**config.mk**
```make
export PLATFORM = sky130hd
export DESIGN_NAME = sd_spi_command_engine_unit
export DESIGN_NICKNAME = d
export VERILOG_FILES = /design/src/hdl/sdsce_pkg.sv /design/src/hdl/sdsce_front.sv /design/src/hdl/sdsce_back.sv /design/src/hdl/sd_spi_command_engine_unit.sv
export SDC_FILE = /design/constraint.sdc
export NUM_CORES = 1
export LEC_CHECK = 0
export ABC_CLOCK_PERIOD_IN_PS = 5950
export BUFFER_PORTS_ARGS = -buffer_cell sky130_fd_sc_hd__buf_4
export CORE_MARGIN = 8
export CORE_UTILIZATION = 45
export CTS_CLUSTER_DIAMETER = 30
export CTS_CLUSTER_SIZE = 40
export DETAILED_ROUTE_END_ITERATION = 6
export PLACE_DENSITY = 0.73
export SYNTH_ARGS = -nofsm -noshare
export SYNTH_HDL_FRONTEND = slang
export SYNTH_SLANG_ARGS = --single-unit
```
**constraint.sdc**
```tcl
create_clock -name clk -period 5.95 [get_ports clk]
set_clock_uncertainty 0.05 [all_clocks]
set_input_delay 1.4875 -clock clk [delete_from_list [all_inputs] [get_ports clk]]
set_output_delay 1.4875 -clock clk [all_outputs]
set_load 0.01 [all_outputs]
```
**src/hdl/sdsce_pkg.sv**
```systemverilog
// Shared types, constants and the CRC-7 byte step for the SD SPI command engine.
package sdsce_pkg;

	localparam logic       MODE_ISSUE      = 1'b0;
	localparam logic       MODE_RX         = 1'b1;

	localparam logic       CFG_POLL_LIMIT  = 1'b0;
	localparam logic       CFG_CLEAR_LIMIT = 1'b1;

	localparam logic [7:0] FILL_BYTE       = 8'hFF;
	localparam logic [7:0] START_BITS      = 8'h40;
	localparam logic [6:0] CRC_TAPS        = 7'h09;
	localparam logic [5:0] CMD_IF_COND     = 6'd8;
	localparam logic [5:0] CMD_READ_OCR    = 6'd58;

	localparam logic [7:0] POLL_LIMIT_RST  = 8'd8;
	localparam logic [3:0] CLEAR_LIMIT_RST = 4'd8;

	localparam int         QUEUE_DEPTH     = 2;

	// frame byte counter during an issue: fill, fill, five frame bytes, CRC
	localparam logic [2:0] SEQ_FIRST_FRAME = 3'd2;
	localparam logic [2:0] SEQ_LAST_FRAME  = 3'd6;
	localparam logic [2:0] SEQ_CRC_BYTE    = 3'd7;

	typedef enum logic [1:0] {
		PH_IDLE,
		PH_POLL,
		PH_CLEAR
	} phase_t;

	typedef enum logic {
		SEQ_IDLE,
		SEQ_ISSUE
	} seq_t;

	typedef struct packed {
		logic        is_issue;
		logic        skip_clear;
		logic [7:0]  frame0;
		logic [31:0] arg;
		logic [7:0]  rx;
		logic        rx_ff;
	} q_entry_t;

	typedef struct packed {
		logic [7:0] tx_byte;
		logic       tx_valid;
		logic       last_of_run;
		logic       finished;
		logic [7:0] r1_response;
		logic       timed_out;
	} result_t;

	function automatic logic [6:0] crc7_byte(input logic [6:0] crc, input logic [7:0] b);
		logic [6:0] c;
		logic       fb;
		c = crc;
		for (int i = 7; i >= 0; i--) begin
			fb = c[6] ^ b[i];
			c  = {c[5:0], 1'b0};
			if (fb) begin
				c = c ^ CRC_TAPS;
			end
		end
		return c;
	endfunction

endpackage

```
**src/hdl/sdsce_front.sv**
```systemverilog
// Front end: takes requests, classifies them and queues them for the back end.
module sdsce_front (
	input  logic                clk,
	input  logic                arst_n,
	input  logic                in_valid,
	output logic                in_stall,
	input  logic                mode,
	input  logic [5:0]          cmd_index,
	input  logic [31:0]         cmd_argument,
	input  logic [7:0]          rx_byte,
	output logic                q_valid,
	output sdsce_pkg::q_entry_t q_entry,
	input  logic                q_pop
);
	import sdsce_pkg::*;

	q_entry_t   entry_q [QUEUE_DEPTH];
	logic       wr_ptr_q;
	logic       rd_ptr_q;
	logic [1:0] count_q;
	logic       push;
	q_entry_t   new_entry;

	assign in_stall = (count_q == 2'(QUEUE_DEPTH));
	assign push     = in_valid && !in_stall;
	assign q_valid  = (count_q != 2'd0);
	assign q_entry  = entry_q[rd_ptr_q];

	always_comb begin
		new_entry.is_issue   = (mode == MODE_ISSUE);
		new_entry.skip_clear = (cmd_index == CMD_IF_COND) || (cmd_index == CMD_READ_OCR);
		new_entry.frame0     = START_BITS | {2'b00, cmd_index};
		new_entry.arg        = cmd_argument;
		new_entry.rx         = rx_byte;
		new_entry.rx_ff      = (rx_byte == FILL_BYTE);
	end

	always_ff @(posedge clk) begin
		if (push) begin
			entry_q[wr_ptr_q] <= new_entry;
		end
	end

	always_ff @(posedge clk or negedge arst_n) begin
		if (!arst_n) begin
			wr_ptr_q <= 1'b0;
			rd_ptr_q <= 1'b0;
			count_q  <= 2'd0;
		end else begin
			if (push) begin
				wr_ptr_q <= !wr_ptr_q;
			end
			if (q_pop) begin
				rd_ptr_q <= !rd_ptr_q;
			end
			case ({push, q_pop})
				2'b10:   count_q <= count_q + 2'd1;
				2'b01:   count_q <= count_q - 2'd1;
				default: count_q <= count_q;
			endcase
		end
	end

`ifndef SYNTHESIS
	a_count_bound: assert property (@(posedge clk) disable iff (!arst_n)
		count_q <= 2'(QUEUE_DEPTH))
		else $error("queue count over depth");
	a_pop_nonempty: assert property (@(posedge clk) disable iff (!arst_n)
		q_pop |-> count_q != 2'd0)
		else $error("pop from empty queue");
`endif

endmodule

```
**src/hdl/sdsce_back.sv**
```systemverilog
// Back end: command sequencer, CRC-7, R1 polling and trailing clear, result register.
module sdsce_back (
	input  logic                clk,
	input  logic                arst_n,
	input  logic                q_valid,
	input  sdsce_pkg::q_entry_t q_entry,
	output logic                q_pop,
	input  logic                cfg_we,
	input  logic                cfg_index,
	input  logic [7:0]          cfg_data,
	output logic                out_valid,
	input  logic                out_stall,
	output sdsce_pkg::result_t  result
);
	import sdsce_pkg::*;

	seq_t        seq_q;
	seq_t        seq_d;
	logic [2:0]  cnt_q;
	logic [39:0] sh_q;
	logic [6:0]  crc_q;
	phase_t      phase_q;
	logic [7:0]  poll_cnt_q;
	logic [3:0]  clr_cnt_q;
	logic        skip_q;
	logic [7:0]  held_q;
	logic [7:0]  poll_lim_q;
	logic [3:0]  clr_lim_q;
	logic        out_valid_q;
	result_t     out_q;

	logic        out_free;
	logic        load;
	result_t     res;
	logic [7:0]  poll_lim;
	logic [3:0]  clr_lim;
	logic [7:0]  poll_inc;
	logic [3:0]  clr_inc;
	logic        poll_hit;
	logic        poll_fin;
	logic        clr_fin;
	result_t     go_on;

	assign out_free  = !out_valid_q || !out_stall;
	assign out_valid = out_valid_q;
	assign result    = out_q;

	always_comb begin
		poll_lim = (poll_lim_q == 8'd0) ? 8'd1 : poll_lim_q;
		clr_lim  = (clr_lim_q == 4'd0) ? 4'd1 : clr_lim_q;
		poll_inc = (poll_cnt_q != 8'hFF) ? poll_cnt_q + 8'd1 : poll_cnt_q;
		clr_inc  = clr_cnt_q + 4'd1;
		poll_hit = !q_entry.rx[7] || (poll_inc >= poll_lim);
		poll_fin = poll_hit && (skip_q || q_entry.rx_ff);
		clr_fin  = q_entry.rx_ff || (clr_inc >= clr_lim) || (clr_inc == 4'd0);
		go_on    = '{tx_byte: FILL_BYTE, tx_valid: 1'b1, last_of_run: 1'b1,
			finished: 1'b0, r1_response: 8'd0, timed_out: 1'b0};
	end

	always_comb begin
		seq_d = seq_q;
		case (seq_q)
			SEQ_IDLE: begin
				if (q_valid && out_free && q_entry.is_issue) begin
					seq_d = SEQ_ISSUE;
				end
			end
			SEQ_ISSUE: begin
				if (out_free && cnt_q == SEQ_CRC_BYTE) begin
					seq_d = SEQ_IDLE;
				end
			end
			default: seq_d = SEQ_IDLE;
		endcase
	end

	always_comb begin
		q_pop = 1'b0;
		load  = 1'b0;
		res   = '{tx_byte: FILL_BYTE, tx_valid: 1'b1, last_of_run: 1'b0,
			finished: 1'b0, r1_response: 8'd0, timed_out: 1'b0};
		case (seq_q)
			SEQ_IDLE: begin
				if (q_valid && out_free) begin
					q_pop = 1'b1;
					if (q_entry.is_issue) begin
						load = 1'b1;
					end else begin
						case (phase_q)
							PH_POLL: begin
								load = 1'b1;
								res  = go_on;
								if (poll_fin) begin
									res = '{tx_byte: FILL_BYTE, tx_valid: 1'b0,
										last_of_run: 1'b1, finished: 1'b1,
										r1_response: q_entry.rx,
										timed_out: q_entry.rx[7]};
								end
							end
							PH_CLEAR: begin
								load = 1'b1;
								res  = go_on;
								if (clr_fin) begin
									res = '{tx_byte: FILL_BYTE, tx_valid: 1'b0,
										last_of_run: 1'b1, finished: 1'b1,
										r1_response: held_q, timed_out: held_q[7]};
								end
							end
							default: load = 1'b0;
						endcase
					end
				end
			end
			SEQ_ISSUE: begin
				if (out_free) begin
					load = 1'b1;
					if (cnt_q == SEQ_CRC_BYTE) begin
						res.tx_byte     = {crc_q, 1'b1};
						res.last_of_run = 1'b1;
					end else if (cnt_q >= SEQ_FIRST_FRAME) begin
						res.tx_byte = sh_q[39:32];
					end
				end
			end
			default: load = 1'b0;
		endcase
	end

	always_ff @(posedge clk) begin
		if (q_pop && q_entry.is_issue) begin
			sh_q  <= {q_entry.frame0, q_entry.arg};
			crc_q <= 7'd0;
		end else if (seq_q == SEQ_ISSUE && out_free && cnt_q >= SEQ_FIRST_FRAME
				&& cnt_q <= SEQ_LAST_FRAME) begin
			sh_q  <= {sh_q[31:0], 8'd0};
			crc_q <= crc7_byte(crc_q, sh_q[39:32]);
		end
		if (load) begin
			out_q <= res;
		end
	end

	always_ff @(posedge clk or negedge arst_n) begin
		if (!arst_n) begin
			seq_q       <= SEQ_IDLE;
			cnt_q       <= 3'd0;
			phase_q     <= PH_IDLE;
			poll_cnt_q  <= 8'd0;
			clr_cnt_q   <= 4'd0;
			skip_q      <= 1'b0;
			held_q      <= FILL_BYTE;
			poll_lim_q  <= POLL_LIMIT_RST;
			clr_lim_q   <= CLEAR_LIMIT_RST;
			out_valid_q <= 1'b0;
		end else begin
			seq_q <= seq_d;
			if (cfg_we) begin
				case (cfg_index)
					CFG_POLL_LIMIT:  poll_lim_q <= cfg_data;
					CFG_CLEAR_LIMIT: clr_lim_q  <= cfg_data[3:0];
					default:         poll_lim_q <= poll_lim_q;
				endcase
			end
			if (seq_q == SEQ_ISSUE && out_free) begin
				cnt_q <= cnt_q + 3'd1;
			end
			if (q_pop) begin
				if (q_entry.is_issue) begin
					cnt_q      <= 3'd1;
					phase_q    <= PH_POLL;
					poll_cnt_q <= 8'd0;
					clr_cnt_q  <= 4'd0;
					skip_q     <= q_entry.skip_clear;
					held_q     <= FILL_BYTE;
				end else begin
					case (phase_q)
						PH_POLL: begin
							held_q     <= q_entry.rx;
							poll_cnt_q <= poll_inc;
							if (poll_hit) begin
								if (poll_fin) begin
									phase_q <= PH_IDLE;
								end else begin
									phase_q   <= PH_CLEAR;
									clr_cnt_q <= 4'd0;
								end
							end
						end
						PH_CLEAR: begin
							clr_cnt_q <= clr_inc;
							if (clr_fin) begin
								phase_q <= PH_IDLE;
							end
						end
						default: phase_q <= PH_IDLE;
					endcase
				end
			end
			if (load) begin
				out_valid_q <= 1'b1;
			end else if (!out_stall) begin
				out_valid_q <= 1'b0;
			end
		end
	end

`ifndef SYNTHESIS
	a_issue_polls: assert property (@(posedge clk) disable iff (!arst_n)
		seq_q == SEQ_ISSUE |-> phase_q == PH_POLL)
		else $error("issue sequence outside polling phase");
	a_fin_idle: assert property (@(posedge clk) disable iff (!arst_n)
		out_valid_q && out_q.finished |-> phase_q == PH_IDLE)
		else $error("finished result while exchange still open");
	a_crc_ends_issue: assert property (@(posedge clk) disable iff (!arst_n)
		seq_q == SEQ_ISSUE && out_free && cnt_q == SEQ_CRC_BYTE
			|=> seq_q == SEQ_IDLE && out_valid_q && out_q.last_of_run)
		else $error("CRC byte did not close the issue sequence");
`endif

endmodule

```
**src/hdl/sd_spi_command_engine_unit.sv**
```systemverilog
// Top level of the SD-card SPI-mode command engine.
//
// Input channel (in_valid / in_stall): mode 0 issues a command (cmd_index,
// cmd_argument); mode 1 hands over one byte clocked in from the card (rx_byte).
// Output channel (out_valid / out_stall): one byte request per result, with
// tx_byte, tx_valid, last_of_run, finished, r1_response and timed_out.
// Configuration: cfg_we writes cfg_data to register cfg_index
// (0 response poll limit, 1 trailing clear limit); write only while idle.
// An issue yields eight results at one per cycle while out_stall is low: two fill bytes, the frame
// and the CRC-7 byte, which is built one frame byte per cycle as it goes out.
// A received byte yields one result, none while no exchange runs.
// The first result of a request is registered once the back end takes it from
// the queue. A two-entry queue parts intake from the sequencer, so input
// is taken while results wait. A stalled result holds; the queue fills and
// then raises in_stall. Reset clears the queue, the sequencer and the exchange
// state and loads both limits with 8.
module sd_spi_command_engine_unit (
	input  logic        clk,
	input  logic        arst_n,
	input  logic        in_valid,
	output logic        in_stall,
	input  logic        mode,
	input  logic [5:0]  cmd_index,
	input  logic [31:0] cmd_argument,
	input  logic [7:0]  rx_byte,
	output logic        out_valid,
	input  logic        out_stall,
	output logic [7:0]  tx_byte,
	output logic        tx_valid,
	output logic        last_of_run,
	output logic        finished,
	output logic [7:0]  r1_response,
	output logic        timed_out,
	input  logic        cfg_we,
	input  logic        cfg_index,
	input  logic [7:0]  cfg_data
);
	import sdsce_pkg::*;

	logic     q_valid;
	q_entry_t q_entry;
	logic     q_pop;
	result_t  result;

	sdsce_front u_front (
		.clk          (clk),
		.arst_n       (arst_n),
		.in_valid     (in_valid),
		.in_stall     (in_stall),
		.mode         (mode),
		.cmd_index    (cmd_index),
		.cmd_argument (cmd_argument),
		.rx_byte      (rx_byte),
		.q_valid      (q_valid),
		.q_entry      (q_entry),
		.q_pop        (q_pop)
	);

	sdsce_back u_back (
		.clk       (clk),
		.arst_n    (arst_n),
		.q_valid   (q_valid),
		.q_entry   (q_entry),
		.q_pop     (q_pop),
		.cfg_we    (cfg_we),
		.cfg_index (cfg_index),
		.cfg_data  (cfg_data),
		.out_valid (out_valid),
		.out_stall (out_stall),
		.result    (result)
	);

	assign tx_byte     = result.tx_byte;
	assign tx_valid    = result.tx_valid;
	assign last_of_run = result.last_of_run;
	assign finished    = result.finished;
	assign r1_response = result.r1_response;
	assign timed_out   = result.timed_out;

endmodule

```
==> flow_metrics.tcl <==
set metrics [dict create \
    status "completed" \
    clk_latency_ns 0.50 \
    drt-total-wl_mm 16.6 \
    root_buffer "clkbuf_16" \
    hold_viol 0 \
    cp_cell_sequence "ha_1, and4_1, nand4_2, nor2b_1, xor2_1, ha_1, or4_1, a21oi_1, o31a_2, nor2_1, nand3_1, o2bb2ai_1" \
    ant_nets 0 \
    post-dp-hpwl_mm 11.1 \
    syn_avg_cell_area_um2 13.8 \
    p_leak_nw 4.34 \
    cts_sinks 208 \
    fin_crit_sh_pct 60.7 \
    synth_warnings 0 \
    top_usage_layer "met2" \
    critPathSlowestCell "or4_1" \
    cts_tree "done" \
    slowest_delay_ns 0.50 \
    cp-start-kind "flip-flop" \
    crit_type "flip-flop to flip-flop" \
    setup_ws_ns 2.34 \
    setup_viol 0 \
    rsz0062_at_grt "false" \
    drt_first_pass_iters 5 \
    grtUsageMet1_pct 16.0 \
    htreeDepth 2 \
    clock_path_buffers 3 \
    grt_pass1_vias 5513 \
    post-route-min-period_ns 3.61 \
    yosysSeqAreaShare_pct 68.4 \
    wl_per_cell_um 16.2 \
    die_width_um 155 \
    place_ws_ns 2.22 \
    num_io_pins 83 \
    critPathCaptureType "flip-flop" \
    use_met3_pct 4.02 \
    max_freq_mhz 277 \
    grt_overflow_total 0 \
    netlist.area_leader.share_pct 54.1 \
    irDropWorstVdd_uv 307 \
    die_area_mm2 0.0241 \
    antenna_found_initial 0 \
    drive_above_1_share_pct 23.8 \
    synth.net_count 715 \
    ys_dominant_reg_cell "edfxtp_1" \
    synth_area_mm2 0.00872 \
    gp_congestion 0.829 \
    power_density_mw_per_mm2 567 \
    final_util_pct 56.4 \
    cts_resized 0 \
    coreArea_mm2 0.0193 \
    initial_utilization_pct 45.2 \
    cts_made_buffers 37 \
    antenna_cells 0 \
    crit_arrival_ns 3.80 \
    globalRouteTotalUtil_pct 14.0 \
    clkTransAtPathRegs_ns 0.05 \
    ys_seq_elements 208 \
    cts_hold_buffers 0 \
    port_buffers 82 \
    slew_headroom_pct 20.4 \
    via_per_inst 5.12 \
    synth.most_common_cell "edfxtp_1" \
    crit_path_frequent_cell "ha_1" \
    worstPathRequired_ns 6.14 \
    drt_iter0_drc 339 \
    setup_tns_ns 0 \
    netlist_instances 634 \
    row_count 51 \
    cp_max_fo 10 \
    ys_types 60 \
    grt_max_degree 76 \
    tightestPinTransition_ns 1.19 \
    max_cap_violations 0 \
    synth_top_cell_by_area "edfxtp_1" \
    area_delta_synth_final_pct 24.7 \
    report.final.slew_viol_count 0 \
    cts_setup_buffers 0 \
    dr_total_vias 5247 \
    die_h_um 155 \
    hold_class "flip-flop to flip-flop" \
    ys_top_cells_by_area "edfxtp_1 54%, dfrtp_1 9.8%, mux2i_1 5.9%" \
    synthTopCellsByCount "157 x edfxtp_1, 76 x nand2_1, 51 x mux2i_1" \
    async_reset_ff_share_pct 21.2 \
    drcViolationCount 0 \
    synth-edff-count 157 \
    use_met2_pct 24.7 \
    final_nets 812 \
    grt_first_pass_wirelength_mm 27.2 \
]
## placed cells by master, fill, tap and decap left out, types with 8 or more instances in the layout
| master | instances |
|---|---|
| a21oi_1 | 21 |
| nand2_1 | 75 |
| o21ai_1 | 38 |
| nor2_1 | 34 |
| buf_4 | 85 |
| nand3_1 | 11 |
| mux2i_1 | 51 |
| clkbuf_16 | 38 |
| dfrtp_1 | 33 |
| edfxtp_1 | 157 |
| a211oi_1 | 8 |
| xnor2_1 | 19 |
| inv_1 | 18 |
| ha_1 | 20 |
| dfstp_2 | 10 |
| o2bb2ai_1 | 8 |
| o21ai_0 | 12 |
## path summary, 6_finish.rpt
check,from,endpoint,slack (ns),cells after the start
worst max-delay path,u_back.poll_cnt_q[0],u_back.result[6],2.34,12
worst min-delay path,u_back.held_q[6],u_back.held_q[6],0.45,2
worst max register to register,u_back.poll_cnt_q[0],u_back.result[6],2.34,12
worst min register to register,u_back.held_q[6],u_back.held_q[6],0.45,2
max in group asynchronous,arst_n,u_front.rd_ptr_q,4.50,1
min in group asynchronous,arst_n,u_back.poll_cnt_q[2],0.94,1
## per-layer routing
layer / vias to the layer above / routed length (um) / share of wire (%)
met3: 33 / 974 / 5.9
met5: - / 0 / 0
met1: 2524 / 6790 / 41
met4: 0 / 374 / 2.3
li1: 2547 / - / -
met2: 143 / 8460 / 51
## flip-flops by register name, summed over array words and instances (netlist names)
| signal | flops |
|---|---|
| u_back.out_valid | 1 |
| u_back.poll_lim_q | 8 |
| u_back.cnt_q | 3 |
| u_back.result | 19 |
| u_back.clr_lim_q | 4 |
| u_front.entry_q | 98 |
| u_back.phase_q | 2 |
| u_back.sh_q | 40 |
| u_front.rd_ptr_q | 1 |
| u_back.poll_cnt_q | 8 |
| u_back.clr_cnt_q | 4 |
| u_back.skip_q | 1 |
| u_back.held_q | 8 |
| u_back.seq_q | 1 |
| u_front.wr_ptr_q | 1 |
| u_back.crc_q | 7 |
| u_front.count_q | 2 |
## per-stage QoR
| stage | hold WS [ns] | area (um2) | cells | power [W] |
|---|---|---|---|---|
| finish | 0.451 | 10900 | 1025 | 0.00617 |
| global route | 0.463 | 10900 | 1025 | 0.00652 |
| CTS | 0.452 | 10900 | 1025 | 0.00623 |
| detailed placement | 0.440 | 9580 | 957 | 0.00406 |
| global placement | 0.432 | 9580 | 957 | 0.00398 |
| floorplan | 0.411 | 8720 | 634 | 0.00360 |
## kinds of logic after synthesis
| family | Yosys count | synth area share (%) |
|---|---|---|
| flip-flops | 208 | 68.4 |
| AND/OR/NAND/NOR | 155 | 8.01 |
| AO/OA/AOI/OAI | 120 | 8.68 |
| multiplexers | 60 | 7.06 |
| buffers and inverters | 45 | 2.32 |
| XOR/XNOR | 26 | 2.61 |
| adder cells (fa/ha/maj) | 20 | 2.87 |
## report_power, final
part | leakage, nW | switching [W] | total [W] | internal (W)
logic | 1.65 | 0.000943 | 0.00158 | 0.000640
registers | 2.06 | 0.000239 | 0.00245 | 0.00222
clock network | 0.625 | 0.000703 | 0.00213 | 0.00143
total | 4.34 | 0.00188 | 0.00617 | 0.00428
## worst max-delay path: cells and delay by family, from the launching register on
family                   cells  cell delay (ns)
XOR/XNOR                     1             0.15
flip-flops                   1             0.41
AND/OR/NAND/NOR              6             1.72
adder cells (fa/ha/maj)      2             0.53
AO/OA/AOI/OAI                3             0.49
## area by class of cell
type,instances,area [um2]
Clock buffer,45,997
Clock inverter,23,302
Fill cell,1531,8390
Inverter,18,67.6
Multi-Input combinational cell,381,2570
Sequential cell,208,5970
Tap cell,265,332
Timing Repair Buffer,85,638
No activity file was read; power rests on OpenSTA's default activity.
